$ cat src/rtl/wavetable_voice_interpolator_unit_macros.svh
// Assertion macros for the wavetable voice interpolator.
// Included by the top level; no other dependencies.
`ifndef WAVETABLE_VOICE_INTERPOLATOR_UNIT_MACROS_SVH
`define WAVETABLE_VOICE_INTERPOLATOR_UNIT_MACROS_SVH

`ifndef SYNTHESIS
`define WVI_ASSERT_IMP(label, clock, reset, ante, cons) \
  label: assert property (@(posedge clock) disable iff (reset) (ante) |-> (cons)) \
    else $error("wvi same-cycle check failed");
`define WVI_ASSERT_NEXT(label, clock, reset, ante, cons) \
  label: assert property (@(posedge clock) disable iff (reset) (ante) |=> (cons)) \
    else $error("wvi next-cycle check failed");
`else
`define WVI_ASSERT_IMP(label, clock, reset, ante, cons)
`define WVI_ASSERT_NEXT(label, clock, reset, ante, cons)
`endif

`endif

$ cat src/rtl/wvi_pkg.sv
// Shared types and constants for the wavetable voice interpolator.
// Used by wvi_regs, wvi_ctrl, wvi_dpath and the top level; depends on nothing.
package wvi_pkg;

  localparam int unsigned WAVE_DEPTH_DEFAULT = 65536;
  localparam int unsigned PADDR_W = 5;
  localparam int unsigned PDATA_W = 32;
  localparam int unsigned FRAC_BITS = 9;

  localparam logic [1:0] MODE_WRITE = 2'd0;
  localparam logic [1:0] MODE_START = 2'd1;
  localparam logic [1:0] MODE_TICK  = 2'd2;

  localparam logic [2:0] REG_LOOP_START = 3'd0;
  localparam logic [2:0] REG_LOOP_END   = 3'd1;
  localparam logic [2:0] REG_LOOP_LEN   = 3'd2;
  localparam logic [2:0] REG_LOOPING    = 3'd3;
  localparam logic [2:0] REG_BIDIR      = 3'd4;

  // ceil(2^32 / 25): floor(m * 256 / 100) equals (m * RECIP_25) >> 26 for m below 2^23.
  localparam logic [27:0] RECIP_25 = 28'd171798692;
  localparam int unsigned RECIP_SHIFT = 26;

  typedef enum logic [2:0] {
    ST_IDLE,
    ST_V1,
    ST_INTERP,
    ST_SCALE,
    ST_DIVIDE,
    ST_FINISH
  } wvi_state_t;

  typedef struct packed {
    logic [24:0] loop_start;
    logic [24:0] loop_end;
    logic [24:0] loop_length;
    logic        looping_on;
    logic        bidirectional_on;
  } wvi_cfg_t;

  typedef struct packed {
    logic wr_mem;
    logic start;
    logic tick_load;
    logic rd_next;
    logic v1_load;
    logic interp_en;
    logic scale_en;
    logic div_en;
    logic finish;
  } wvi_cmd_t;

endpackage

$ cat src/rtl/wvi_ctrl.sv
// Sequencer of the wavetable voice: takes input words and steps a tick
// through the datapath. Depends on wvi_pkg.
module wvi_ctrl
  import wvi_pkg::*;
(
  input  logic       clk,
  input  logic       rst,
  input  logic       item_valid,
  input  logic [1:0] mode,
  output logic       item_ready,
  output logic       result_valid,
  input  logic       result_ready,
  output wvi_cmd_t   cmd
);

  wvi_state_t state;
  wvi_state_t state_next;

  always_ff @(posedge clk) begin
    if (rst) begin
      state <= ST_IDLE;
    end else begin
      state <= state_next;
    end
  end

  always_ff @(posedge clk) begin
    if (rst) begin
      result_valid <= 1'b0;
    end else if (cmd.finish) begin
      result_valid <= 1'b1;
    end else if (result_ready) begin
      result_valid <= 1'b0;
    end
  end

  always_comb begin
    state_next = state;
    cmd = '0;
    item_ready = 1'b0;
    case (state)
      ST_IDLE: begin
        item_ready = 1'b1;
        if (item_valid) begin
          cmd.wr_mem = (mode == MODE_WRITE);
          cmd.start = (mode == MODE_START);
          if (mode == MODE_TICK) begin
            cmd.tick_load = 1'b1;
            state_next = ST_V1;
          end
        end
      end
      ST_V1: begin
        cmd.rd_next = 1'b1;
        cmd.v1_load = 1'b1;
        state_next = ST_INTERP;
      end
      ST_INTERP: begin
        cmd.interp_en = 1'b1;
        state_next = ST_SCALE;
      end
      ST_SCALE: begin
        cmd.scale_en = 1'b1;
        state_next = ST_DIVIDE;
      end
      ST_DIVIDE: begin
        cmd.div_en = 1'b1;
        state_next = ST_FINISH;
      end
      ST_FINISH: begin
        if (!result_valid || result_ready) begin
          cmd.finish = 1'b1;
          state_next = ST_IDLE;
        end
      end
      default: begin
        state_next = ST_IDLE;
      end
    endcase
  end

endmodule

$ cat config.mk
export PLATFORM = sky130hd
export DESIGN_NAME = wvi_ctrl
export DESIGN_NICKNAME = d
export VERILOG_FILES = /design/src/rtl/wavetable_voice_interpolator_unit_macros.svh /design/src/rtl/wvi_pkg.sv /design/src/rtl/wvi_ctrl.sv
export SDC_FILE = /design/constraint.sdc
export NUM_CORES = 1
export LEC_CHECK = 0
export BUFFER_PORTS_ARGS = -buffer_cell sky130_fd_sc_hd__buf_2
export CAP_MARGIN = 40
export CORE_AREA = 4 4 41 43
export DETAILED_ROUTE_END_ITERATION = 10
export DIE_AREA = 0 0 45 47
export GPL_ROUTABILITY_DRIVEN = 0
export MAX_ROUTING_LAYER = met4
export SYNTH_ARGS = -nofsm -noshare
export SYNTH_HDL_FRONTEND = slang
export SYNTH_SLANG_ARGS = --single-unit
export TNS_END_PERCENT = 50
$ cat constraint.sdc
create_clock -name clk -period 2.5 [get_ports clk]
set_clock_uncertainty 0.05 [all_clocks]
set_input_delay 0.5 -clock clk [delete_from_list [all_inputs] [get_ports clk]]
set_output_delay 0.5 -clock clk [all_outputs]
set_load 0.05 [all_outputs]
Word level (Yosys, flattened, before mapping)
Cells that the tools add are included.
{ "totals": {"output_inout_bits": 11, "ff_bits": 4, "input_bits": 6} }
{ "classes": {"reduce_logical": 6, "n_mux": 16, "eq_ne": 10} }
{ "op_table": {"columns": ["cell", "count"], "rows": [
  ["case mux 3 bit (6 select lines)", 1],
  ["2-to-1 mux 3 bit", 5],
  ["2-to-1 mux 1 bit", 9],
  ["equality test 3 x 2 -> 1 bit, second input constant", 2],
  ["equality test 3 bit, second input constant", 2],
  ["!= test 2 bit, second input constant", 3],
  ["equality test 3 x 1 -> 1 bit, second input constant", 1],
  ["zero test 3 bit", 1],
  ["AND reduction 3 bit", 1],
  ["equality test 2 x 1 -> 1 bit, second input constant", 1],
  ["equality test 2 bit, second input constant", 1],
  ["zero test 2 bit", 1],
  ["2-to-1 mux 2 bit", 1],
  ["nonzero test 2 bit", 1],
  ["zero test 1 bit", 1],
  ["logical OR 1 bit", 1]
]} }

Depth between registers and ports, before layout
Gate-level depths: netlist of run 1.
{ "depth": {"depth_word": 5, "depth_mapped": 4, "mapped_depth_nobuf": 3} }

Worst setup path before layout of run 1
OpenSTA, ideal clock, no wires.
{ "synth_path": {"kind": "reg2out", "start": "register state[0]", "end": "output port cmd[5] (netlist bit)", "path_slack_ns": -0.077, "stages_incl_launch_ff": 4, "arrival_ns": 2.027, "path_buffers": 2, "cell_sequence": "dfxtp_1 -> buf_6 -> nor3b_1 -> buf_4"} }
{ "synth_lines": {"columns": ["item", "line_no", "source"], "rows": [
  ["start: declaration", "wvi_ctrl.sv:16", "wvi_state_t state;"],
  ["start signal: assignment", "wvi_ctrl.sv:23", "state <= state_next;"],
  ["end: declaration", "wvi_ctrl.sv:13", "output wvi_cmd_t cmd"]
]} }

==> results of run 1 <==
synth_stat cells:
master                      n
sky130_fd_sc_hd__dfxtp_1    4
sky130_fd_sc_hd__buf_6      3
sky130_fd_sc_hd__nor3b_1    3
sky130_fd_sc_hd__a21oi_1    2
sky130_fd_sc_hd__and4b_1    2
sky130_fd_sc_hd__nand2b_1   2
sky130_fd_sc_hd__a2111oi_2  1
sky130_fd_sc_hd__a21boi_1   1
sky130_fd_sc_hd__a311oi_1   1
sky130_fd_sc_hd__and2b_1    1
sky130_fd_sc_hd__and3b_1    1
sky130_fd_sc_hd__and4_1     1
sky130_fd_sc_hd__buf_4      1
sky130_fd_sc_hd__inv_1      1
sky130_fd_sc_hd__nand3b_1   1
sky130_fd_sc_hd__nor2_1     1
sky130_fd_sc_hd__nor3_1     1
sky130_fd_sc_hd__nor3_4     1
sky130_fd_sc_hd__o21ba_1    1
sky130_fd_sc_hd__xnor2_1    1
power by group:
part / switching, uW / internal (uW) / total (uW)
clock network: 30.7 / 54.0 / 84.7
logic: 48.3 / 22.9 / 71.3
registers: 9.73 / 67.3 / 77.0
kinds of logic after synthesis:
group | Yosys count
flops | 4
buf+inv | 5
compound gates | 6
simple gates | 14
xor+xnor | 1
metrics by stage:
stage                     instances  utilization, %  setup WS (ns)
after floorplan                  30               -         0.3231
after global placement           57           27.69         0.8175
after detailed placement         57           27.69         0.8247
after CTS                        60           29.42         0.5518
after global routing             60           29.42         0.4699
final                            60           29.42         0.5766
final timing paths:
kind / start / endpoint / depth (start not counted)
worst max-delay path: state[1] / cmd[7] / 3
worst min-delay path: rst / result_valid / 2
worst max register to register: state[2] / state[0] / 2
worst min register to register: result_valid / result_valid / 2
cells in the final DEF, fill, tap and decap left out:
master and n:
sky130_fd_sc_hd__a2111oi_2 1, sky130_fd_sc_hd__a21boi_1 1, sky130_fd_sc_hd__a21oi_1 2, sky130_fd_sc_hd__a311oi_1 1, sky130_fd_sc_hd__and2b_1 1, sky130_fd_sc_hd__and3b_1 1, sky130_fd_sc_hd__and4_1 1, sky130_fd_sc_hd__and4b_1 2
sky130_fd_sc_hd__buf_2 16, sky130_fd_sc_hd__clkbuf_4 3, sky130_fd_sc_hd__dfxtp_1 4, sky130_fd_sc_hd__inv_1 1, sky130_fd_sc_hd__nand2b_1 2, sky130_fd_sc_hd__nand3b_1 1, sky130_fd_sc_hd__nor2_1 1, sky130_fd_sc_hd__nor3_1 1
sky130_fd_sc_hd__nor3_4 1, sky130_fd_sc_hd__nor3b_1 2, sky130_fd_sc_hd__nor3b_2 1, sky130_fd_sc_hd__o21ba_1 1, sky130_fd_sc_hd__xnor2_1 1
registers in the layout (all words and copies together), names as in the netlist:
register and flops:
state 3, result_valid 1
layer usage:
| metal | up-vias | routed length [um] | part of all wire (%) | GRT usage [%] |
|---|---|---|---|---|
| met5 | - | 0 | 0 | - |
| met3 | 0 | 73 | 11 | 2.682 |
| met1 | 119 | 281 | 44 | 8.219 |
| li1 | 138 | - | - | - |
| met2 | 13 | 281 | 44 | 10.45 |
| met4 | 0 | 0 | 0 | 5.263 |
area by class of cell:
| type | count | area [um2] | area share [%] |
|---|---|---|---|
| Timing Repair Buffer | 16 | 80.08 | 20.92 |
| Clock buffer | 3 | 22.52 | 5.882 |
| Tap cell | 15 | 18.77 | 4.902 |
| Inverter | 1 | 3.754 | 0.9804 |
| Sequential cell | 4 | 80.08 | 20.92 |
| Multi-Input combinational cell | 21 | 177.7 | 46.41 |
critical path: cells and delay by family, from the launching register on:
kind | cells | cell delay [ns]
flip-flops | 1 | 0.42
AND/OR/NAND/NOR | 2 | 0.45
buffers and inverters | 1 | 0.26
==> impl_results.rst, run 1 <==
.. list-table::
   :header-rows: 1

   * - Metric
     - Value
   * - Maximum ir drop on the vdd rail
     - 226.5 uV
   * - Unrepaired setup endpoints after global routing
     - no
   * - Slew margin rel.
     - 70.39%
   * - Syn_area_per_cell
     - 9.926 um2
   * - Worst-case register-to-register setup slack
     - 1.33 ns
   * - Filler cell count in the final layout
     - 146
   * - Final number of max-transition violations
     - 0
   * - Num Clock Sinks
     - 4
   * - Syn Nets
     - 36
   * - Insertion delay to the later sink of the worst-skew pair
     - 0.24 ns
   * - Post-synth top area share
     - 26.89%
   * - Critical path data required time
     - 1.95 ns
   * - Post-cts sizing count
     - 0
   * - Initial antenna violation count
     - 0
   * - Count of warnings emitted by yosys
     - 0
   * - Post-CTS Repair Setup Buffers
     - 0
   * - Overflow left after global routing
     - 0
   * - Clk root buf
     - sky130_fd_sc_hd__clkbuf_4
   * - DRT Pass-1 Iters
     - 2
   * - Row count
     - 13
   * - Complex-gate fraction of the synthesized area
     - 17.23%
   * - Post-detailed-route wirelength per cell
     - 10.60 um
   * - Synthesized-area fraction occupied by and/or/nand/nor cells
     - 37.82%
   * - Cell types with the largest area share after synthesis
     - sky130_fd_sc_hd__dfxtp_1, sky130_fd_sc_hd__buf_6, sky130_fd_sc_hd__nor3b_1
   * - Number of synthesized register bits
     - 4
   * - Final period utilization
     - 76.94%
   * - Die Outline Area
     - 2115 um2
   * - Data arrival time at the worst-slack endpoint
     - 1.37 ns
   * - Count of unique library cells instantiated by Yosys
     - 20
   * - Class of the most critical hold timing path
     - in -> reg
   * - Proportion of synthesized chip area in sequential cells
     - 26.89%
   * - CTS tree
     - done
   * - Time the final worst path needs with I/O delays and setup
     - 1.923 ns
   * - Vias
     - 270
   * - Tot GR Track Use
     - 7.271%
   * - Library cell with the largest summed area after synthesis
     - sky130_fd_sc_hd__dfxtp_1
   * - Largest net degree at the start of global routing
     - 12
   * - Ratio of total power to cell area
     - 608.5 nW/um2
   * - Initial Util
     - 22.88%
   * - Global-route wire length before repair
     - 1069 um
   * - Final non-filler cell area
     - 382.9 um2
   * - Nets
     - 53
   * - Post-DP Area
     - 360.3 um2
   * - Combinational family with the most area after synthesis
     - simple AND/OR/NAND/NOR gates
   * - Max Cap Violations
     - 0
   * - Slowest CP cell
     - sky130_fd_sc_hd__dfxtp_1
   * - Area share of fa/ha/maj cells after synthesis
     - 0%
   * - Leakage
     - 0.0002037 uW
   * - Clock-pin slew on the worst setup and hold paths
     - 0.04 ns
   * - Number of levels in the clock H-tree
     - 1
   * - IO buf count
     - 16
   * - Transition time at the pin with the least slew margin
     - 0.4436 ns
   * - Endpoints failing setup
     - 0
   * - Number of buffers inserted for hold repair after clock tree synthesis
     - 0
   * - Smallest hold slack
     - 0.4249 ns
   * - Area growth from synthesis to layout
     - 28.57%
   * - Fraction of final layout cells with drive strength greater than 1
     - 48.89%
   * - Endpoints failing hold
     - 0
   * - Crit path cell chain
     - nor3_4 > and4b_1 > buf_2
   * - DRC errors left
     - 0
   * - Detail-routed via count per cell
     - 4.500
   * - Critical Path Max Stage Delay
     - 0.42 ns
   * - Summed negative setup slack over all endpoints
     - 0 ns
   * - Std-Cell Core Area
     - 1301 um2
   * - Die Y
     - 47 um
   * - Antenna Diode Count
     - 0
   * - Element type at the critical path end
     - output pin
   * - Crit path max fanout
     - 10
   * - Number of CTS-inserted buffers
     - 3
   * - Worst-case clock buffer depth
     - 2
   * - Crit start category
     - flip-flop
   * - Half-perimeter wire length of the detailed placement result
     - 477.7 um
   * - Kind of critical path
     - reg -> out
   * - Parity-gate share of the synthesized area counting xor and xnor cells
     - 2.941%
   * - Count of antenna-violating nets left after detailed routing
     - 0
   * - Area of the mapped netlist
     - 297.8 um2
   * - Number of global-route vias before repair
     - 262
   * - Die boundary width
     - 45 um
   * - PnR Total Power
     - 233.0 uW
   * - Violation count after the first detailed-route iteration
     - 2
   * - Highest Clock Rate
     - 519.9 MHz
   * - Number of top-level pins
     - 17
   * - Run status
     - complete, no violations
   * - Number of cells produced by synthesis
     - 30
   * - Routed Wire Length
     - 636 um
   * - Mux cell area share after synthesis
     - 0%
Note: power is estimated with default switching activity, not from simulation.
==> run 2: changes to the inputs <==
Clock period 2.5 ns to 1.65 ns, I/O delays scaled along.
==> run 2 against run 1 <==
- die area is the same
- critical path depth unchanged
- flip-flop and latch count unchanged
- cell area increased by 24%
- worst hold slack worse by 0.16 ns
- largest cell class unchanged
- highest routed layer is now met4
==> impl_results.rst, run 2 (synthesized netlist as in run 1, its figures left out) <==
.. list-table::
   :header-rows: 1

   * - Metric
     - Value
   * - IO buf count
     - 16 (unchanged)
   * - CTS tree
     - done
   * - Number of global-route vias before repair
     - 281 (+7.3%)
   * - Number of placed instances with taps included
     - 59 (+3.5%)
   * - Post-detailed-route wirelength per cell
     - 11.53 um (+8.8%)
   * - Flip-flop count of the largest register, all copies and words added
     - 3 (unchanged)
   * - Critical Path Max Stage Delay
     - 0.37 ns (-0.05 ns)
   * - Area growth from synthesis to layout
     - 58.82%
   * - Post-Layout Cell Count
     - 66 (+10%)
   * - Net Sw Power
     - 136.3 uW (+54%)
   * - Element type at the critical path end
     - output pin
   * - Clock-pin slew on the worst setup and hold paths
     - 0.04 ns (about the same)
   * - Worst-case clock buffer depth
     - 2 (unchanged)
   * - Largest net degree at the start of global routing
     - 12 (unchanged)
   * - Time the final worst path needs with I/O delays and setup
     - 1.604 ns
   * - Highest Clock Rate
     - 623.5 MHz
   * - Critical path data required time
     - 1.27 ns (-0.68 ns)
   * - Most common cell after layout, fill and taps aside
     - sky130_fd_sc_hd__buf_2
   * - Endpoints failing setup
     - 0 (unchanged)
   * - Slew margin rel.
     - 79.55% (+9.2 points)
   * - Fraction of power consumed by the clock network
     - 33.1% (-3.2 points)
   * - Number of CTS-inserted buffers
     - 3 (unchanged)
   * - Std-Cell Core Area
     - 1301 um2 (unchanged)
   * - Ratio of total power to cell area
     - 789.3 nW/um2 (+30%)
   * - Switching power share of the total
     - 36.50% (-1.6 points)
   * - Transition time at the pin with the least slew margin
     - 0.3047 ns (-0.1389 ns)
   * - Detail-routed via count per cell
     - 4.606 (+2.4%)
   * - Data arrival time at the worst-slack endpoint
     - 1.22 ns (-0.15 ns)
   * - Crit path cell chain
     - nor3_4 > and4b_1 > buf_6
   * - P_int
     - 237.1 uW (+64%)
   * - Pre-CTS worst setup slack
     - 0.1575 ns (-0.6671 ns)
   * - Run status
     - complete, no violations
   * - Row count
     - 13 (unchanged)
   * - Class of the most critical hold timing path
     - in -> reg
   * - Die Y
     - 47 um (unchanged)
   * - Global-route wire length before repair
     - 1138 um (+6.5%)
   * - Insertion delay to the later sink of the worst-skew pair
     - 0.24 ns (about the same)
   * - DRT Pass-1 Iters
     - 2 (unchanged)
   * - Final core area utilization
     - 36.35% (+6.9 points)
   * - Register bank with the most flops
     - state
   * - Num Clock Sinks
     - 4 (unchanged)
   * - Violation count after the first detailed-route iteration
     - 2 (unchanged)
   * - Number of buffers inserted for hold repair after clock tree synthesis
     - 0 (unchanged)
   * - PnR Total Power
     - 373.3 uW (+60%)
   * - Sequential share of power
     - 30.3% (-2.8 points)
   * - Crit path max fanout
     - 8 (-2)
   * - Maximum ir drop on the vdd rail
     - 325.5 uV (+44%)
   * - Tot GR Track Use
     - 8.660% (+1.4 points)
   * - Final number of max-transition violations
     - 0 (unchanged)
   * - Crit start category
     - flip-flop
   * - Leading cell types in the layout, fill and taps excluded
     - sky130_fd_sc_hd__buf_2, sky130_fd_sc_hd__buf_4, sky130_fd_sc_hd__clkbuf_4, sky130_fd_sc_hd__nor3b_2, sky130_fd_sc_hd__buf_6
   * - Routed Wire Length
     - 761 um (+20%)
   * - Initial Util
     - 22.88% (unchanged)
   * - Post-layout worst setup margin
     - 0.04607 ns (-0.5305 ns)
   * - Unrepaired setup endpoints after global routing
     - yes
   * - Half-perimeter wire length of the detailed placement result
     - 542.2 um (+14%)
   * - Final period utilization
     - 97.21%
   * - Nets
     - 59 (+11%)
   * - DRC errors left
     - 0 (unchanged)
   * - Count of antenna-violating nets left after detailed routing
     - 0 (unchanged)
   * - Clk root buf
     - sky130_fd_sc_hd__clkbuf_4
   * - Max Cap Violations
     - 0 (unchanged)
   * - Slowest CP cell
     - sky130_fd_sc_hd__dfxtp_4
   * - Antenna Diode Count
     - 0 (unchanged)
   * - Vias
     - 304 (+13%)
   * - Number of top-level pins
     - 17 (unchanged)
   * - Leakage
     - 0.0002458 uW (+21%)
   * - Kind of critical path
     - reg -> out
   * - Summed negative setup slack over all endpoints
     - 0 ns (unchanged)
   * - Die Outline Area
     - 2115 um2 (unchanged)
   * - Die boundary width
     - 45 um (unchanged)
   * - Endpoints failing hold
     - 0 (unchanged)
   * - Fraction of final layout cells with drive strength greater than 1
     - 64.71% (+16 points)
   * - Worst path top cell family by delay
     - simple AND/OR/NAND/NOR gates
   * - Portion of total power attributed to combinational logic
     - 36.5% (+5.9 points)
   * - Number of levels in the clock H-tree
     - 1 (unchanged)
   * - Buffer and inverter count on the worst path
     - 1 (unchanged)
   * - Initial antenna violation count
     - 0 (unchanged)
   * - Largest registers in the final layout
     - state (3), result_valid (1)
   * - Overflow left after global routing
     - 0 (unchanged)
## run 2: cell count changes in the layout (fill, tap and decap cells not counted), moves of 3 or more
cell and change:
sky130_fd_sc_hd__dfxtp_1 -3, sky130_fd_sc_hd__clkbuf_4 +3, sky130_fd_sc_hd__buf_4 +7, sky130_fd_sc_hd__buf_2 -7, sky130_fd_sc_hd__buf_6 +3
## run 2: cell type report
cell class | instances | area (um2)
sequential | 4 | 86.33
inverter | 1 | 3.754
fill | 150 | 828.3
tap | 15 | 18.77
clock buffer | 3 | 22.52
multi-input combinational | 21 | 187.7
timing repair buffer | 22 | 153.9
## run 2: power by group through the flow
stage          Clock, uW  Combinational [uW]  Sequential [uW]
2_1_floorplan          0                 109              105
3_3_place_gp           0                 120              116
3_5_place_dp           0                 121              116
4_1_cts              130                 125              115
5_1_grt              137                 143              115
6_report             124                 136              113
## run 2: per-layer routing
| metal | wire (um) | track usage [%] |
|---|---|---|
| met5 | 0 | - |
| met4 | 44 | 12.28 |
| met3 | 65 | 2.299 |
| met2 | 338 | 10.73 |
| met1 | 312 | 9.361 |
## run 2: final timing paths
kind	depth (start not counted)	end	from	slack, ns
setup / recovery	3	cmd[8]	state[2]	0.05
setup reg to reg	3	state[0]	state[2]	0.59
hold / removal	2	result_valid	rst	0.26
hold reg to reg	1	state[1]	state[2]	0.45
## run 2: per-stage QoR
stage               area, um2  hold WS (ns)
floorplan               312.8        0.3491
global placement        385.4        0.4510
detailed placement      385.4        0.4519
CTS                     420.4        0.2588
global route            473.0        0.2627
finish                  473.0        0.2611
## run 2: what timing repair did
action | in CTS | in global routing
gates resized for setup | 6 | 8
cloned | 0 | 0
buffers inserted | 0 | 4
pin swaps | 0 | 2
setup endpoints to repair | 9 | 8
