`src/rtl/wavetable_voice_interpolator_unit_macros.svh`:
```
// Assertion macros for the wavetable voice interpolator.
// Included by the top level; no other dependencies.
`ifndef WAVETABLE_VOICE_INTERPOLATOR_UNIT_MACROS_SVH
`define WAVETABLE_VOICE_INTERPOLATOR_UNIT_MACROS_SVH

`ifndef SYNTHESIS
`define WVI_ASSERT_IMP(label, clock, reset, ante, cons) \
  label: assert property (@(posedge clock) disable iff (reset) (ante) |-> (cons)) \
    else $error("wvi same-cycle check failed");
`define WVI_ASSERT_NEXT(label, clock, reset, ante, cons) \
  label: assert property (@(posedge clock) disable iff (reset) (ante) |=> (cons)) \
    else $error("wvi next-cycle check failed");
`else
`define WVI_ASSERT_IMP(label, clock, reset, ante, cons)
`define WVI_ASSERT_NEXT(label, clock, reset, ante, cons)
`endif

`endif

```
`src/rtl/wvi_pkg.sv`:
```
// Shared types and constants for the wavetable voice interpolator.
// Used by wvi_regs, wvi_ctrl, wvi_dpath and the top level; depends on nothing.
package wvi_pkg;

  localparam int unsigned WAVE_DEPTH_DEFAULT = 65536;
  localparam int unsigned PADDR_W = 5;
  localparam int unsigned PDATA_W = 32;
  localparam int unsigned FRAC_BITS = 9;

  localparam logic [1:0] MODE_WRITE = 2'd0;
  localparam logic [1:0] MODE_START = 2'd1;
  localparam logic [1:0] MODE_TICK  = 2'd2;

  localparam logic [2:0] REG_LOOP_START = 3'd0;
  localparam logic [2:0] REG_LOOP_END   = 3'd1;
  localparam logic [2:0] REG_LOOP_LEN   = 3'd2;
  localparam logic [2:0] REG_LOOPING    = 3'd3;
  localparam logic [2:0] REG_BIDIR      = 3'd4;

  // ceil(2^32 / 25): floor(m * 256 / 100) equals (m * RECIP_25) >> 26 for m below 2^23.
  localparam logic [27:0] RECIP_25 = 28'd171798692;
  localparam int unsigned RECIP_SHIFT = 26;

  typedef enum logic [2:0] {
    ST_IDLE,
    ST_V1,
    ST_INTERP,
    ST_SCALE,
    ST_DIVIDE,
    ST_FINISH
  } wvi_state_t;

  typedef struct packed {
    logic [24:0] loop_start;
    logic [24:0] loop_end;
    logic [24:0] loop_length;
    logic        looping_on;
    logic        bidirectional_on;
  } wvi_cfg_t;

  typedef struct packed {
    logic wr_mem;
    logic start;
    logic tick_load;
    logic rd_next;
    logic v1_load;
    logic interp_en;
    logic scale_en;
    logic div_en;
    logic finish;
  } wvi_cmd_t;

endpackage

```
`src/rtl/wvi_regs.sv`:
```
// Configuration registers of the wavetable voice behind an APB-style port.
// Depends on wvi_pkg.
module wvi_regs
  import wvi_pkg::*;
(
  input  logic               clk,
  input  logic               rst,
  input  logic               psel,
  input  logic               penable,
  input  logic               pwrite,
  input  logic [PADDR_W-1:0] paddr,
  input  logic [PDATA_W-1:0] pwdata,
  output logic [PDATA_W-1:0] prdata,
  output logic               pready,
  output wvi_cfg_t           cfg
);

  logic [2:0] reg_index;
  logic       wr;

  assign reg_index = paddr[4:2];
  assign pready = 1'b1;
  assign wr = psel && penable && pwrite;

  always_ff @(posedge clk) begin
    if (rst) begin
      cfg.loop_start       <= '0;
      cfg.loop_end         <= '1;
      cfg.loop_length      <= '0;
      cfg.looping_on       <= 1'b0;
      cfg.bidirectional_on <= 1'b0;
    end else if (wr) begin
      case (reg_index)
        REG_LOOP_START: cfg.loop_start       <= pwdata[24:0];
        REG_LOOP_END:   cfg.loop_end         <= pwdata[24:0];
        REG_LOOP_LEN:   cfg.loop_length      <= pwdata[24:0];
        REG_LOOPING:    cfg.looping_on       <= pwdata[0];
        REG_BIDIR:      cfg.bidirectional_on <= pwdata[0];
        default: ;
      endcase
    end
  end

  always_comb begin
    case (reg_index)
      REG_LOOP_START: prdata = {7'd0, cfg.loop_start};
      REG_LOOP_END:   prdata = {7'd0, cfg.loop_end};
      REG_LOOP_LEN:   prdata = {7'd0, cfg.loop_length};
      REG_LOOPING:    prdata = {31'd0, cfg.looping_on};
      REG_BIDIR:      prdata = {31'd0, cfg.bidirectional_on};
      default:        prdata = '0;
    endcase
  end

endmodule

```
`config.mk`:
```
export PLATFORM = sky130hd
export DESIGN_NAME = wvi_regs
export DESIGN_NICKNAME = d
export VERILOG_FILES = /design/src/rtl/wavetable_voice_interpolator_unit_macros.svh /design/src/rtl/wvi_pkg.sv /design/src/rtl/wvi_regs.sv
export SDC_FILE = /design/constraint.sdc
export NUM_CORES = 1
export LEC_CHECK = 0
export ABC_AREA = 0
export BUFFER_PORTS_ARGS = -buffer_cell sky130_fd_sc_hd__buf_2
export CAP_MARGIN = 25
export CORE_ASPECT_RATIO = 1.5
export CORE_MARGIN = 4
export CORE_UTILIZATION = 40
export CTS_BUF_LIST = sky130_fd_sc_hd__clkbuf_4
export DETAILED_ROUTE_END_ITERATION = 16
export HOLD_SLACK_MARGIN = 0.05
export PLACE_DENSITY = 0.75
export SLEW_MARGIN = 20
export SYNTH_ARGS = -nofsm -noshare
export SYNTH_HDL_FRONTEND = slang
export SYNTH_SLANG_ARGS = --single-unit
```
`constraint.sdc`:
```
create_clock -name clk -period 2 [get_ports clk]
set_input_delay 0.6 -clock clk [delete_from_list [all_inputs] [get_ports clk]]
set_output_delay 0.6 -clock clk [all_outputs]
set_load 0.02 [all_outputs]
```
# Yosys cells after proc, flatten, opt, wreduce, memory -nomap -nowiden
# Index checks and enable logic that the tools add are counted.
[totals]
regBits = 77
latchBits = 0
ramBits = 0
mem_bits_ro = 0
input_bits = 42
wordCells = 18
memories = 0
[classes]
add_sub_neg = 0
n_mul = 0
div_mod_pow = 0
n_lt_le_gt_ge = 0
eq_ne = 4
n_shift = 0
muxes = 1
bitwise = 0
n_reduce_logical = 8
[ops]
columns = ["cell", "count"]
rows = [
  ["$pmux W25 S5", 1],
  ["$reduce_and A2 Y1", 5],
  ["$eq A3 B2 Y1 const B", 2],
  ["$eq A3 B1 Y1 const B", 1],
  ["$eq A3 B3 Y1 const B", 1],
  ["$logic_not A3 Y1", 1],
  ["$logic_and A1 B1 Y1", 2],
]

# Depth between registers and ports, before layout
# Gate-level depths: netlist (run 1).
[logic_depth]
word_depth = 3
mapped_depth = 7

# Least setup slack after synthesis (run 1)
# No wires, ideal clock.
[synth_path]
path_type = "input to output"
start = "input port paddr[3]"
end = "output port prdata[10]"
arrival_ns = 1.627
t_required_ns = 1.400
path_slack_ns = -0.227
cell_stages = 6
path_buffers = 3
cell_sequence = "buf_2 > nor2b_1 > buf_2 > clkbuf_1 > a2bb2oi_1 > nor2_1"
[synth_between]
elab_chain_len = 2
elab_cells_between_ends = 6
cone_classes = "4 x eq/ne; 1 x mux; 1 x reduce/logical"
[synth_rtl]
columns = ["item", "line_no", "source"]
rows = [
  ["from (decl)", "wvi_regs.sv:11", "input logic [PADDR_W-1:0] paddr,"],
  ["$eq A3 B3 Y1 (tied with other cells)", "wvi_regs.sv:45", "case (reg_index)"],
  ["$pmux W25 S5 *", "wvi_regs.sv:45", ""],
  ["to (decl)", "wvi_regs.sv:13", "output logic [PDATA_W-1:0] prdata,"],
]
# Every way passes the cells marked *; elsewhere a longest branch is shown, timed or not.

# Worst setup path in the final report (run 1)
[layout_path]
start = "input port paddr[3]"
end = "output port prdata[16]"
# Same word-level chain as after synthesis.

==> results.md, run 1 <==
- The clock-pin slew on the worst setup and hold paths is 0.12 ns.
- The kind of start point of the critical path is an input port.
- Between clock sinks in the finished design, the worst skew comes to 0 ns.
- After global routing the overflow that remains totals 0.
- The area share of the largest cell type after synthesis is 39.5%.
- The number of antenna diodes in the final layout is 0.
- The gate count of the mapped netlist is 419.
- The post-synthesis register bit count is 77.
- The register area share after synthesis is 39.5%.
- After synthesis, the netlist uses 23 different library cells.
- The maximum fanout count along the critical path is 7.
- The placement row count is 43.
- Yosys instantiated no cell more often than mux2i_1.
- The cell with the biggest individual delay on the critical path is mux2i_2.
- In the final timing run, aggregate negative setup slack is -1.41 ns.
- The sequential power share is 52.3%.
- The post-synthesis instance area is 3900 um^2.
- The number of clock buffers inserted by TritonCTS is 9.
- During synthesis, Yosys emitted a total of 0 warnings.
- The dominant delay contributor by cell family on the critical path is buffers and inverters.
- The global-route usage over all layers is 19.0%.
- The weighted congestion at the end of routability-driven global placement is 0.733.
- The largest voltage drop on the vdd net is 0.000332 V.
- The wire length of the first global-routing pass is 16700 um.
- For flop-to-flop paths, the worst setup slack is 1.24 ns.
- The clock root buffer is clkbuf_4.
- The final count of hold timing violations is 0.
- The final antenna-violating net count is 0.
- The largest total area in the synthesized netlist belongs to dfxtp_1.
- The share of power burned in combinational logic is 16.8%.
- No sink is reached through more buffers than the 2 on the longest clock path.
- The die area is 11400 um^2.
- In this design, the stage delay of the slowest critical-path cell is 0.22 ns.
- The number of cells on the worst hold path is 3.
- The max-capacitance violation count is 0.
- The share of post-route cells with drive strength above 1 is 43.4%.
- The detailed router finished its first iteration with 85 violations.
- The flow ran to the end, but the final reports show violations.
- The mean area per synthesized cell is 9.31 um^2.
- The flip-flop count of the largest register after layout is 77.
- The net total in the final layout is 599.
- The post-route DRC violation count is 0.
- Counting flops with a built-in enable in the synthesized netlist gives 0.
- Setup repair after global routing could not meet its margin everywhere.
- Once the clock tree was built, the setup fixing pass inserted 0 buffers.
- For the finished layout, the period the worst path requires is 2.08 ns.
- The register containing the most flip-flops in the final layout is cfg.
- The clock share of power is 30.9%.
- The placed cell count is 655.
- Traced cell by cell, the critical path runs through buf_16 > buf_12 > mux2i_2 > a2bb2oi_2 > nor2_4 > buf_6.
- The post-route non-filler standard cell count is 674.
- After filler insertion, the fill cell instance count of the layout stands at 803.
- The max-slew violation count came to 0.
- The HPWL after detailed placement is 7620 um.
- The setup path with the least slack is of type in2out.
- The number of global-route vias before repair came to 3404.
- The area growth from synthesis to layout is 40.6%.
- The net switching power of the design is 787 uW.
- The level count of the clock H-tree is 3.
- Counting both buffers and inverters, the worst setup path holds a total of 3.
- The I/O pin total is 152.
- In the post-route analysis, the smallest setup slack over all paths is -0.0812 ns.
- The area of the core is 9360 um^2.
- The startpoint of the worst register-to-register path is cfg[1].
- The die boundary height is 129 um.
- Using the TritonRoute via totals, the vias-per-cell ratio works out to 5.10.
- Cell internal power was estimated by the tool at 2.19 mW.
- The initial core utilization is 41.7%.
- The worst slack at placement is -0.240 ns.
- The tightest min-delay check is of the in2reg type.
- The CTS tree is yes.
- The worst hold path endpoint is cfg[38].
- The end of the worst register-to-register path is cfg[1].
- For the worst setup path, the data arrival time is 1.48 ns.
- The async set-or-reset flop fraction in the synthesized netlist is 0%.
- Static timing analysis puts the maximum clock frequency at 480 MHz.
- In this run the power density over the cells is 542 nW/um^2.
- The floorplan die width is 88.6 um.
- The final reports fail on negative setup slack.
- The largest net degree at the start of global routing is 128.
- The sum of routed wire length over all layers is 10900 um.
- The routed layout has 3435 vias.
- During placement, the flow inserted port buffers numbering 134.
- By count the netlist is led by mux2i_1 (102), dfxtp_1 (77), nand2b_1 (76), nor2_1 (76), a2bb2oi_1 (24).
- The number of clock sinks seen by CTS is 77.
- The clock reaches the later pin of the worst-skew pair after 0.40 ns.
- The number of antenna violations at the first check in global routing is 0.
- The cell depth of the worst flop-to-flop path is 2.
- The number of hold buffers added after CTS was 0.
- The worst hold slack is 0.449 ns.
- The number of failing setup endpoints in the final timing report is 25.
- The finished cells cover 5490 um^2.
- STA classifies the critical path endpoint as an output pin.
- The startpoint of the most critical hold path is pwdata[11].
- STA puts the critical path data required time at 1.40 ns.
- In the final layout, the registers with the most flip-flops are cfg: 77 flops.
- The wire length per cell is 16.1 um.
- The standby leakage power is 2.37 nW.
- The dominant synthesized flop cell is dfxtp_1.
- By area the synthesized netlist is led by dfxtp_1 (40%), mux2i_1 (26%), nand2b_1 (12%).
- The standard cell area after detailed placement is 4900 um^2.
- The worst path uses 104% of the clock period.
- The proportion of total power due to net switching is 26.5%.
- The pre-antenna-repair detailed-routing pass consisted of 4 iterations.
-- cells by family (layout without fill, tap and decap cells) --
kind of cell | count (synthesis) | in the layout | synth area share, %
other | 2 | 8 | 0.193
buffers and inverters | 44 | 181 | 6.45
AOI/OAI and AO/OA | 28 | 28 | 6.00
and+or+nand+nor | 166 | 166 | 21.7
DFF | 77 | 77 | 39.5
muxes | 102 | 102 | 26.2
-- layout make-up --
type	instances	area [um^2]	share of cell area, %
multi-input cells	304	2440	44.4
flip-flops and latches	77	1540	28.1
repair buffers	165	1230	22.5
clock buffers	11	82.6	1.51
well taps	112	140	2.55
clock inverters	5	51.3	0.935
-- how the worst max path moves through the flow --
stage                   from    endpoint  slack (ns)  cells after the start
floorplan           paddr[3]   prdata[0]       -0.03                      5
global placement    paddr[3]   prdata[1]       -0.20                      6
detailed placement  paddr[3]  prdata[19]       -0.24                      6
CTS                 paddr[3]  prdata[16]       -0.09                      6
global route        paddr[3]  prdata[16]       -0.12                      6
finish              paddr[3]  prdata[16]       -0.08                      6
-- through the flow --
| stage | util, % | total power, mW |
|---|---|---|
| after CTS | 57.1 | 2.99 |
| after global routing | 58.6 | 3.12 |
| after detailed placement | 52.3 | 2.00 |
| after floorplan | - | 1.87 |
| after global placement | 52.3 | 1.99 |
| final | 58.6 | 2.98 |
-- routing by layer --
metal / vias up / GRT usage (%) / part of all wire [%]
met2: 102 / 35.3 / 55
met5: - / 0 / 0
met3: 14 / 3.33 / 4.5
li1: 1676 / - / -
met4: 0 / 7.03 / 1.8
met1: 1643 / 20.9 / 39
-- worst min-delay path, delay by kind of cell --
| family | cells | cell delay (ns) |
|---|---|---|
| buffers and inverters | 1 | 0.09 |
| muxes | 1 | 0.11 |
| and+or+nand+nor | 1 | 0.04 |
-- cells in the final DEF, fill, tap and decap left out, types with 2 or more instances in the layout --
| cell type | n |
|---|---|
| clkinv_2 | 2 |
| buf_12 | 8 |
| clkbuf_4 | 11 |
| nand2_1 | 2 |
| mux2i_4 | 3 |
| nor2_4 | 4 |
| a2bb2oi_2 | 20 |
| a2bb2oi_1 | 4 |
| buf_16 | 4 |
| nand4_1 | 2 |
| mux2i_1 | 86 |
| dfxtp_1 | 77 |
| nor2_2 | 20 |
| buf_2 | 109 |
| conb_1 | 8 |
| o21ai_0 | 2 |
| mux2i_2 | 13 |
| nor2_1 | 52 |
| buf_4 | 21 |
| buf_6 | 23 |
| nand2b_1 | 76 |
-- what timing repair did --
item | 4_1_cts | 5_1_grt
resized for setup | 64 | 30
endpoints found under the setup margin | 25 | 25
cloned | 3 | 0
pin swaps | 8 | 1
-- power groups by stage --
stage	Sequential (mW)	Combinational [mW]	Clock (mW)
detailed placement	1.59	0.414	0
CTS	1.55	0.483	0.951
global route	1.56	0.534	1.03
finish	1.56	0.501	0.919
global placement	1.59	0.404	0
floorplan	1.60	0.274	0
Note: power is estimated with default switching activity, not from simulation.
==> run 2: changes to the inputs <==
--- a/config.mk
+++ b/config.mk
@@ -8,7 +8,7 @@
 export ABC_AREA = 0
 export BUFFER_PORTS_ARGS = -buffer_cell sky130_fd_sc_hd__buf_2
 export CAP_MARGIN = 25
-export CORE_ASPECT_RATIO = 1.5
+export CORE_ASPECT_RATIO = 0.75
 export CORE_MARGIN = 4
 export CORE_UTILIZATION = 40
 export CTS_BUF_LIST = sky130_fd_sc_hd__clkbuf_4
==> constraint.sdc (replaced) <==
create_clock -name clk -period 2 [get_ports clk]
set_input_delay 0.6 -clock clk [delete_from_list [all_inputs] [get_ports clk]]
set_output_delay 0.6 -clock clk [all_outputs]
set_load 0.1 [all_outputs]
==> run 2 against run 1 <==
Against the previous run: worst setup slack got worse by 0.19 ns; power increased by 14%; critical endpoint is now prdata[12]; die area decreased by 0.14%; first-iteration DRC count increased by 13%; clock power increased by 2%; core utilization increased by 8.6 points; register-to-register slack improved by 0.05 ns; sequential share of layout area decreased by 2.3 points; critical path depth increased by 2; count of clock-buffer cells in the layout unchanged; the run still ends with negative setup slack left; critical path type unchanged.
==> results.md, run 2 (synthesis results as in run 1) <==
- The run finished, with violations left.
- The checks that failed: negative setup slack.
- The share of post-route cells with drive strength above 1 is 52.5%.
- The number of global-route vias before repair is 3619.
- The clock-pin slew on the worst setup and hold paths is 0.12 ns.
- The die boundary height is 93.5 um.
- The clock period minus final worst setup slack is 2.27 ns.
- The floorplan step defined a die boundary enclosing 11400 um^2.
- In the finished design, the share of the clock period the worst path needs comes to 114%.
- Of all nets on the critical path, the largest fanout is 5.
- The count of input and output buffers is 134.
- The sum of routed wire length over all layers is 11500 um.
- The number of cells on the worst hold path is 3.
- In this run the critical register-to-register path is captured at cfg[46].
- The layout filler cell count is 746.
- The worst setup path is captured at an output pin.
- The first global-routing pass estimated 18800 um of wire.
- After the first detailed-routing iteration, the DRC count stood at 96.
- In the final routed layout, each cell accounts on average for 16.6 um.
- The post-route worst setup slack is -0.270 ns.
- The register containing the most flip-flops in the final layout is cfg.
- The critical path data required time is 1.40 ns.
- The floorplan die width is 122 um.
- Setup violations remaining at the end of the flow were counted as 25.
- The clock root buffer is clkbuf_4.
- The startpoint of the most critical hold path is pwdata[14].
- The initial core utilization is 42.1%.
- The number of antenna violations at the first check in global routing is 0.
- The final standard cell area without fillers is 6230 um^2.
- The max-capacitance violation count is 0.
- The final layout contains 603 nets.
- The final count of hold timing violations is 0.
- The worst hold path endpoint is cfg[41].
- The clock insertion delay at the later pin of the skew report is 0.41 ns.
- The area of the core is 9270 um^2.
- The global-route usage over all layers is 20.9%.
- The max-slew violation count is 0.
- The cell depth of the worst flop-to-flop path is 2.
- The placement row count is 30.
- The placed wire-length estimate after detailed placement is 8560 um.
- For the final routed database, the setup TNS stands at -5.38 ns.
- The remaining global-route overflow is 0.
- The weighted congestion at the end of routability-driven global placement is 0.786.
- The worst min-delay path category is in2reg.
- Entering global routing, the biggest net connects 55 pins.
- The standard cell area after detailed placement is 5840 um^2.
- For this run, design rule violations remaining after detail routing come to 0.
- The library cell used most frequently in the layout, excluding fill and tap cells, is buf_2.
- The maximum clock skew at final layout is 0 ns.
- The transition at the pin with the smallest max-transition slack is 0.516 ns.
- The count of nets left with antenna violations once routing finished came out at 0.
- The startpoint of the worst register-to-register path is cfg[46].
- The library cells used most frequently in the layout, excluding fill and tap cells, are buf_2 (107), mux2i_1 (96), nand2b_1 (76).
- The register-to-register setup slack is 1.29 ns.
- TritonCTS created 9 clock buffers.
- Static timing analysis puts the maximum clock frequency at 440 MHz.
- Cells fill 67.2% of the core in the end.
- The CTS tree is yes.
- The first detailed-routing pass ran for 4 iterations.
- 152 I/O pins were placed.
- In this run the deepest clock path goes through 2 buffers.
- The level count of the clock H-tree is 3.
- The area growth from synthesis to final layout is 59.7%.
- The largest voltage drop on the vdd net is 0.000467 V.
- Counting every sink on the clock net gives 77.
- The worst setup path is launched from an input port.
- In the final layout, the registers with the most flip-flops are cfg: 77 flops.
- The total via count in the routed design is 3461.
- The path type of the worst setup path is in2out.
- The flip-flop count of the largest register after layout is 77.
- The worst pin sits at a relative slew slack of 65.9%.
- For this design the ratio of total power to cell area is 545 nW/um^2.
- The placed cell count is 667.
- Setup repair after global routing could not meet its margin everywhere.
- STA puts the critical path data arrival time at 1.67 ns.
- In this run the static leakage power is 2.59 nW.
- The number of vias per cell is 4.98.
- The post-route non-filler standard cell count is 695.
[run 2: changes by cell type in the layout (fill, tap and decap cells not counted), moves of 4 or more]
cell / change
dfxtp_2: +53
buf_6: -20
a2bb2oi_4: +21
buf_16: -4
buf_4: -8
nor2_2: -19
buf_12: +36
a2bb2oi_2: -17
dfxtp_1: -53
nor2_4: +20
mux2i_2: -8
a2bb2oi_1: -4
mux2i_1: +10
[run 2: worst max-delay path, stage by stage]
cell and delay [ns]:
buf_12 0.11, buf_12 0.12, nor2b_4 0.16, buf_6 0.15, buf_12 0.14, a2bb2oi_4 0.06, nor2_4 0.14, buf_12 0.18
[run 2: where the power goes]
group          switching (mW)  leakage (nW)  total [mW]  internal [mW]
clock network           0.535        0.0743       0.937          0.402
logic                   0.562          1.87       0.902          0.341
registers              0.0112         0.648        1.56           1.54
total                    1.11          2.59        3.40           2.29
[run 2: how the worst max path moves through the flow]
stage,start,end,cells after the start
2_1_floorplan,paddr[3],prdata[10],6
3_3_place_gp,paddr[3],prdata[10],7
3_5_place_dp,paddr[3],prdata[19],6
4_1_cts,paddr[3],prdata[12],9
5_1_grt,paddr[3],prdata[12],8
6_report,paddr[3],prdata[12],8
[run 2: area by class of cell]
type / count / area (um^2) / share of cell area, %
Multi-Input combinational cell: 304 / 2760 / 44.2
Clock inverter: 5 / 51.3 / 0.823
Clock buffer: 11 / 82.6 / 1.33
Tap cell: 128 / 160 / 2.57
Antenna cell: 1 / 2.50 / 0.0402
Sequential cell: 77 / 1610 / 25.8
Timing Repair Buffer: 169 / 1570 / 25.2
[run 2: layer usage]
| layer | routed length, um | track usage, % | part of all wire, % | vias to the layer above |
|---|---|---|---|---|
| met4 | 123 | 5.32 | 1.1 | 0 |
| li1 | - | - | - | 1680 |
| met3 | 796 | 6.05 | 6.9 | 13 |
| met1 | 4960 | 25.5 | 43 | 1663 |
| met5 | 0 | 0 | 0 | - |
| met2 | 5660 | 36.0 | 49 | 105 |
[run 2: timing repair]
| action | 4_1_cts | 5_1_grt |
|---|---|---|
| setup endpoints to repair | 25 | 27 |
| pin swaps | 23 | 8 |
| buffers inserted | 10 | 3 |
| gates cloned | 2 | 0 |
| gates resized for setup | 16 | 18 |
| hold buffers | 0 | 0 |
[run 2: stage by stage]
stage | setup slack, ns | hold slack, ns | total power, mW
detailed placement | -0.373 | 0.468 | 2.45
finish | -0.270 | 0.443 | 3.40
floorplan | -0.354 | 0.706 | 2.22
global route | -0.309 | 0.418 | 3.55
CTS | -0.297 | 0.408 | 3.43
global placement | -0.355 | 0.460 | 2.43
==> run 3: changes to the inputs <==
--- a/config.mk
+++ b/config.mk
@@ -13,6 +13,7 @@
 export CORE_UTILIZATION = 40
 export CTS_BUF_LIST = sky130_fd_sc_hd__clkbuf_4
 export DETAILED_ROUTE_END_ITERATION = 16
+export GPL_TIMING_DRIVEN = 0
 export HOLD_SLACK_MARGIN = 0.05
 export PLACE_DENSITY = 0.75
 export SLEW_MARGIN = 20
==> run 3 against run 2 <==
Against the previous run: critical path type unchanged; the run still ends with negative setup slack left; via count grew 5.4%; sequential cell count is the same; cell count rose by 2.2%.
==> results.md, run 3 (synthesis results as in run 1) <==
- The flow ran to the end, but the final reports show violations.
- The final reports fail on negative setup slack.
- Leaving out fill and tap cells, the most frequent cell in the layout is buf_2.
- The count of input and output buffers is 132.
- After global routing the overflow that remains totals 0.
- Once layout is complete, the cells apart from fillers number 710.
- The wire length of the first global-routing pass is 21800 um.
- The floorplan step set the die width to 122 um.
- The number of hold buffers added after cts is 0.
- The final count of hold timing violations is 0.
- Across all layers, the routed design uses 3647 vias.
- The total inserted antenna cells is 0.
- STA classifies the critical path startpoint as an input port.
- The initial utilization of the core area, before any placement, comes to 42.1%.
- The clock insertion delay at the later pin of the skew report is 0.42 ns.
- The path type of the worst setup path is in2out.
- The number of clock sinks seen by CTS is 77.
- The die area is 11400 um^2.
- The share of post-route cells with drive strength above 1 is 53.8%.
- The first detailed-routing pass took 5 iterations.
- The end of the worst register-to-register path is cfg[1].
- The count of routing violations after the opening detailed-route iteration is 170.
- The arrival time of data at the critical path endpoint is 1.57 ns.
- Of the available clock period, the critical path in the final layout requires 108%.
- The CTS tree is yes.
- The buffer levels on the longest clock path is 2.
- Summed over all failing endpoints, the final setup total negative slack is -3.71 ns.
- Summed over all nets, the half-perimeter wirelength after detailed placement is 9410 um.
- The worst min-delay path category is in2reg.
- The startpoint of the worst register-to-register path is cfg[1].
- On the final layout, the worst hold slack is 0.445 ns.
- The area of the multi-input gates is 2980 um^2.
- STA classifies the critical path endpoint as an output pin.
- The post-route DRC violation count is 0.
- Setup repair after global routing could not meet its margin everywhere.
- The clock root buffer is clkbuf_4.
- 152 I/O pins were placed.
- Measured along the y axis, the die boundary spans 93.5 um.
- For this design the ratio of total power to cell area is 559 nW/um^2.
- The sequential cells in the finished layout cover a total of 1610 um^2.
- The level count of the clock H-tree is 3.
- In the final design database the tool counted 620 nets.
- Counting tap cells, the placed design contains a total of 685 instances.
- STA puts the critical path data required time at 1.40 ns.
- The register with the most flip-flops in the layout has 77 of them.
- The number of failing setup endpoints in the final timing report is 25.
- Counting the fill cells in the layout gives 650.
- Buffers inserted during clock tree synthesis total 9.
- Between clock sinks in the finished design, the worst skew comes to 0 ns.
- The global-route usage over all layers is 25.0%.
- Relative to the synthesized area, the layout overhead comes to 69.5%.
- The cell depth of the worst flop-to-flop path is 2.
- Summed over all cells, the static leakage comes to 2.64 nW.
- The setup check on the worst reg-to-reg path leaves a slack of 1.26 ns.
- VDD sags by at most 0.000422 V.
- The max-slew violation count is 0.
- The number of global-route vias before repair came to 3898.
- The register with the most flip-flops in the final layout is cfg.
- The weighted congestion at the end of routability-driven global placement is 0.787.
- The max-capacitance violation count is 0.
- In this run the tightest slew margin relative to its limit is 54.9%.
- Along the worst hold path, the cell count comes to 3.
- In the final layout, the registers with the most flip-flops are cfg: 77 flops.
- After detailed routing, the total wire length is 13800 um.
- Across all setup checks in the final design, the least slack found is -0.170 ns.
- The maximum fanout count along the critical path is 8.
- In the layout the commonest cells are buf_2 (107), mux2i_1 (78), nand2b_1 (76).
- The detail route stage leaves a number of antenna-violating nets equal to 0.
- The number of antenna violations at the first check in global routing is 1.
- The area of the core is 9270 um^2.
- The worst path in the final design needs a cycle of 2.17 ns, including I/O delays and setup.
- The largest net degree at the start of global routing is 13.
- After detailed routing, the average wire length per cell comes to 19.4 um.
- For the pin with the worst max-slew slack, the measured transition is 0.676 ns.
- The startpoint of the most critical hold path is pwdata[14].
- Dividing the detail-routed via count by the number of cells gives 5.14.
- In this run the core area contains 30 standard-cell rows.
- The worst hold path endpoint is cfg[41].
- The clock-pin slew on the worst setup and hold paths is 0.12 ns.
- Timing would allow up to 461 MHz.
[run 3: cell types whose count changed in the layout (fill, tap and decap cells not counted), sizes merged]
cell / before / now
clkbuf: 12 / 32
buf: 168 / 163
bufinv: 1 / 3
clkinvlp: 1 / 0
diode: 1 / 0
[run 3: layer usage]
metal,vias up,share of wire (%),GRT usage [%]
met5,-,0.095,0
met4,2,0.60,4.57
met3,11,8.2,6.29
met2,128,48,42.7
met1,1784,43,32.2
li1,1722,-,-
[run 3: worst max-delay path by stage]
stage,start,endpoint,cells past startpoint
5_1_grt,paddr[3],prdata[5],6
2_1_floorplan,paddr[3],prdata[10],6
3_5_place_dp,paddr[2],prdata[5],5
3_3_place_gp,paddr[2],prdata[15],6
6_report,paddr[3],prdata[10],6
4_1_cts,paddr[3],prdata[7],6
[run 3: area by class of cell]
class / count / share of cell area (%)
clock buffers: 9 / 1.02
well taps: 128 / 2.42
plain buffers: 44 / 6.66
multi-input cells: 304 / 45.1
repair buffers: 142 / 18.9
flip-flops and latches: 77 / 24.3
clock inverters: 6 / 1.55
[run 3: what timing repair did]
item / in CTS / in global routing
setup endpoints to repair: 25 / 26
resized for setup: 185 / 4
setup buffers: 4 / 0
pin swaps: 29 / 5
gates cloned: 6 / 0
[run 3: power breakdown]
part           switching [mW]  internal, mW  leakage (nW)  total (mW)
sequential             0.0145          1.55         0.648        1.56
combinational           0.601         0.377          1.90       0.978
clock                   0.541         0.617        0.0909        1.16
[run 3: critical path: stages]
cell	delay, ns
buf_16	0.13
buf_12	0.17
mux2i_4	0.26
a2bb2oi_4	0.17
nor2_4	0.05
buf_12	0.17
[run 3: metrics by stage]
stage	cell area, um^2	power (mW)	util (%)	worst slack (ns)
detailed placement	5380	2.36	58.1	-0.538
global route	6610	3.81	71.3	-0.206
floorplan	4560	2.22	-	-0.354
global placement	5380	2.36	58.1	-0.538
finish	6610	3.70	71.3	-0.170
CTS	6590	3.71	71.0	-0.166
